### src/design/akf_pkg.sv
// shared types, constants and fixed-point helpers for the angle kalman filter
package akf_pkg;

   localparam int FRAC_BITS_DEFAULT = 16;
   localparam int WIDE_W = 66;

   typedef struct packed {
      logic signed [31:0] rate_step;
      logic signed [31:0] measured_angle;
      logic [15:0]        sample_interval;
   } akf_req_type;

   typedef struct packed {
      logic signed [31:0] angle_estimate;
      logic signed [31:0] rate_estimate;
   } akf_rsp_type;

   typedef enum logic [1:0] {
      ST_IDLE,
      ST_RUN,
      ST_DONE
   } akf_state_type;

   // datapath steps, issued in this order
   typedef enum logic [4:0] {
      OP_NOP,
      OP_M_T1, OP_A_T1,
      OP_M_T2, OP_A_T2,
      OP_M_T3, OP_A_T3,
      OP_M_T4, OP_A_T4,
      OP_M_T5, OP_A_T5,
      OP_M_T6, OP_A_T6,
      OP_NOISE,
      OP_SCALC,
      OP_DIV_START,
      OP_DIV_WAIT,
      OP_GAIN,
      OP_M_C0, OP_A_C0,
      OP_M_C1, OP_A_C1,
      OP_M_C2, OP_A_C2,
      OP_M_C3, OP_A_C3,
      OP_M_C4, OP_A_C4,
      OP_M_C5, OP_A_C5
   } akf_op_type;

   typedef struct packed {
      akf_op_type op;
      logic       load;
      logic       load_out;
   } akf_cmd_type;

   typedef struct packed {
      logic div_done;
      logic out_free;
   } akf_status_type;

   localparam logic signed [WIDE_W-1:0] MAX32 = $signed({34'b0, 32'h7FFF_FFFF});
   localparam logic signed [WIDE_W-1:0] MIN32 = $signed({{34{1'b1}}, 32'h8000_0000});

   function automatic logic signed [WIDE_W-1:0] ext32(input logic signed [31:0] v);
      return $signed({{(WIDE_W-32){v[31]}}, v});
   endfunction

   function automatic logic signed [31:0] sat32(input logic signed [WIDE_W-1:0] v);
      logic signed [31:0] r;
      if (v > MAX32) begin
         r = 32'sh7FFF_FFFF;
      end else if (v < MIN32) begin
         r = $signed(32'h8000_0000);
      end else begin
         r = v[31:0];
      end
      return r;
   endfunction

   // round half up, then floor shift
   function automatic logic signed [WIDE_W-1:0] rnd(input logic signed [64:0] p,
                                                     input int sh);
      logic signed [WIDE_W-1:0] w;
      w = $signed({p[64], p}) + ($signed(66'sd1) <<< (sh - 1));
      return w >>> sh;
   endfunction

endpackage

### src/design/akf_ctrl.sv
// sequencer that walks the datapath through one filter update
module akf_ctrl (
   input  logic                    clock,
   input  logic                    reset,
   input  logic                    req_valid,
   output logic                    req_stall,
   input  akf_pkg::akf_status_type status,
   output akf_pkg::akf_cmd_type    cmd
);

   akf_pkg::akf_state_type state_ff, state_in;
   akf_pkg::akf_op_type    op_ff, op_in;

   always_ff @(posedge clock) begin
      if (reset) begin
         state_ff <= akf_pkg::ST_IDLE;
         op_ff    <= akf_pkg::OP_NOP;
      end else begin
         state_ff <= state_in;
         op_ff    <= op_in;
      end
   end

   always_comb begin
      state_in     = state_ff;
      op_in        = op_ff;
      cmd.op       = akf_pkg::OP_NOP;
      cmd.load     = 1'b0;
      cmd.load_out = 1'b0;
      req_stall    = 1'b1;
      unique case (state_ff)
         akf_pkg::ST_IDLE: begin
            req_stall = 1'b0;
            if (req_valid) begin
               cmd.load = 1'b1;
               state_in = akf_pkg::ST_RUN;
               op_in    = akf_pkg::OP_M_T1;
            end
         end
         akf_pkg::ST_RUN: begin
            cmd.op = op_ff;
            if (op_ff == akf_pkg::OP_A_C5) begin
               state_in = akf_pkg::ST_DONE;
               op_in    = akf_pkg::OP_NOP;
            end else if (op_ff != akf_pkg::OP_DIV_WAIT || status.div_done) begin
               op_in = akf_pkg::akf_op_type'(op_ff + 5'd1);
            end
         end
         akf_pkg::ST_DONE: begin
            // wait for the output register to free up
            if (status.out_free) begin
               cmd.load_out = 1'b1;
               state_in     = akf_pkg::ST_IDLE;
            end
         end
         default: begin
            state_in = akf_pkg::ST_IDLE;
         end
      endcase
   end

endmodule

### config.mk
export PLATFORM = sky130hd
export DESIGN_NAME = akf_ctrl
export DESIGN_NICKNAME = d
export VERILOG_FILES = /design/src/design/akf_pkg.sv /design/src/design/akf_ctrl.sv
export SDC_FILE = /design/constraint.sdc
export NUM_CORES = 1
export LEC_CHECK = 0
export ABC_AREA = 1
export BUFFER_PORTS_ARGS = -buffer_cell sky130_fd_sc_hd__buf_2
export CAP_MARGIN = 15
export CORE_AREA = 2 2 39 41
export CTS_BUF_LIST = sky130_fd_sc_hd__clkbuf_8 sky130_fd_sc_hd__clkbuf_16
export CTS_CLUSTER_SIZE = 10
export DETAILED_ROUTE_END_ITERATION = 8
export DIE_AREA = 0 0 41 43
export HOLD_SLACK_MARGIN = 0.08
export PLACE_DENSITY = 0.7
export SYNTH_ARGS = -nofsm -noshare
export SYNTH_HDL_FRONTEND = slang
export SYNTH_SLANG_ARGS = --single-unit
### constraint.sdc
create_clock -name clock -period 2.9 [get_ports clock]
set_input_delay 0.58 -clock clock [delete_from_list [all_inputs] [get_ports clock]]
set_output_delay 0.58 -clock clock [all_outputs]
set_load 0.02 [all_outputs]
==> flow_metrics.tcl <==
set metrics [dict create \
    antenna_left 0 \
    r2r_slack_ps 1590 \
    synth_largest_area_cell "dfxtp_1" \
    period_share_pct 57.4 \
    root_buffer "clkbuf_8" \
    tns_ps 0 \
    drive_above_1_share_pct 25.8 \
    swShare_pct 29.3 \
    pwr_density_cell_nw_per_um2 483 \
    ioPinCount 13 \
    die_area_um2 1760 \
    cts_num_sinks 7 \
    firstDrtPassIters 3 \
    die_w_um 41 \
    r2r_start "op_ff[0]" \
    min_period_ps 1670 \
    final_area_um2 621 \
    rsz0062_at_grt "false" \
    hpwl_um 836 \
    required_ps 2320 \
    worstHoldEndpoint "op_ff[3]" \
    yosysWarnings 0 \
    via_per_inst 4.58 \
    seq_area_frac_synth_pct 28.3 \
    synth_top_area_share_pct 28.3 \
    hold_path_class "reg -> reg" \
    place_area_um2 576 \
    start_util_pct 35.8 \
    ir_drop_mv 0.274 \
    grt_pass1_vias 413 \
    core-area_um2 1380 \
    wl_met2_um 469 \
    p_leak_nw 0.319 \
    final_common_cell "nor2_1" \
    holdPathStages 2 \
    routed_wl_um 1080 \
    place.gp.congestion 0.735 \
    drc 0 \
    gr-total-overflow 0 \
    grt_use_total_pct 15.7 \
    clk_pin_slew_ps 40 \
    setup_viol 0 \
    synth_cells 81 \
    hold_buffers 0 \
    max_slew_margin_pct 84.2 \
    hp-start "op_ff[3]" \
    finalHoldViolCount 0 \
    power_frac_seq_pct 36.1 \
    fp.dieH_um 43 \
    nets 106 \
    drt-initial-drc-count 8 \
    layout_common_cells "nor2_1 (19), nand2_1 (16), inv_1 (14)" \
    highest_layer "met4" \
    cp_max_fo 7 \
    io_buffers 12 \
    final_core_util_pct 44.8 \
    fmax_mhz 600 \
    antenna_found_initial 0 \
    grt_max_degree 8 \
    clkPwrFrac_pct 46.7 \
    status "finished, final reports clean" \
    clock_latency_ps 230 \
    wl_met1_um 529 \
    clock_skew_ps 1.35 \
    htree_levels 1 \
    comb_power_share_pct 17.3 \
    critPathKind "reg -> out" \
    via_count 518 \
    synth.area.top_cells "dfxtp_1 (28%), nor2_1 (14%), nand2_1 (12%)" \
    maxCapViolCount 0 \
    routedWlPerCell_um 9.58 \
    synth_area_um2 495 \
    syn_area_per_cell_um2 6.12 \
    cts_tree "yes" \
    synth-seq-cells 7 \
    route.met3.wl_um 26 \
    cp-start-kind "flop" \
    synth_cell_types 17 \
    clk_path_buf_depth 2 \
    internal_power_w 0.000212 \
    diodes 0 \
    numCtsBuffers 3 \
    cts.repair.resized 0 \
    rr_worst_depth 9 \
    r2r-end "op_ff[4]" \
    rows 14 \
    p_sw_w 0.0000879 \
    synth_nets 89 \
    tightest_slew_ps 237 \
    critPathCaptureType "output pin" \
    maxSlewViolCount 0 \
    grt_pass1_wl_um 1700 \
    syn2layout_area_growth_pct 25.3 \
    crit_arrival_ps 1090 \
    cts_setup_buffers 0 \
]
[per-stage QoR]
stage	power [W]	worst slack, ps	hold WS, ps	std cells
after floorplan	0.000147	1250	475	81
after global placement	0.000161	1330	513	109
after detailed placement	0.000162	1320	514	109
after CTS	0.000305	1220	522	113
after global routing	0.000318	1160	541	113
final	0.000300	1230	525	113
[power by group through the flow]
stage                     Sequential, W  Combinational, W  Clock [W]
after CTS                      0.000108         0.0000521   0.000145
final                          0.000108         0.0000518   0.000140
after detailed placement       0.000110         0.0000520          0
after global routing           0.000109         0.0000602   0.000149
after global placement         0.000109         0.0000519          0
after floorplan                0.000108         0.0000387          0
[per-layer routing]
layer	track usage [%]	vias to the layer above
met4	18.0	0
met1	18.7	226
met5	0	-
met2	19.4	8
met3	4.71	5
li1	-	279
[critical path: stages (launching register included)]
cell and delay [ps]:
dfxtp_1 430, inv_2 60, nand2_2 140, nor2_1 60, buf_2 150
[synthesized netlist by cell type, drive strengths merged]
master,count
ha,3
nand3,8
o21ai,3
nor2,21
nor3,1
nand2,19
inv,15
dfxtp,7
nand4,1
a21oi,3
[logic make-up after synthesis]
group           synth area share (%)
compound gates                  7.58
fa+ha+maj                       7.58
buf+inv                         11.4
flops                           28.3
simple gates                    45.2
[worst max-delay path by stage]
stage	start	to	cells after the start
2_1_floorplan	status[0]	cmd[0]	2
3_3_place_gp	req_valid	cmd[1]	4
3_5_place_dp	req_valid	cmd[1]	4
4_1_cts	state_ff[1]	cmd[5]	4
5_1_grt	state_ff[1]	cmd[0]	3
6_report	state_ff[1]	cmd[5]	4
[flip-flops by register name, indices dropped and copies added (netlist names)]
register and cells:
op_ff 5, state_ff 2
[cell type report]
cell class	count	area [µm²]
fillers	153	763
multi-input cells	59	299
well taps	16	20.0
clock buffers	3	41.3
flip-flops and latches	7	140
clock inverters	1	3.75
repair buffers	12	60.1
inverters	15	56.3
Note: power is estimated with default switching activity, not from simulation.
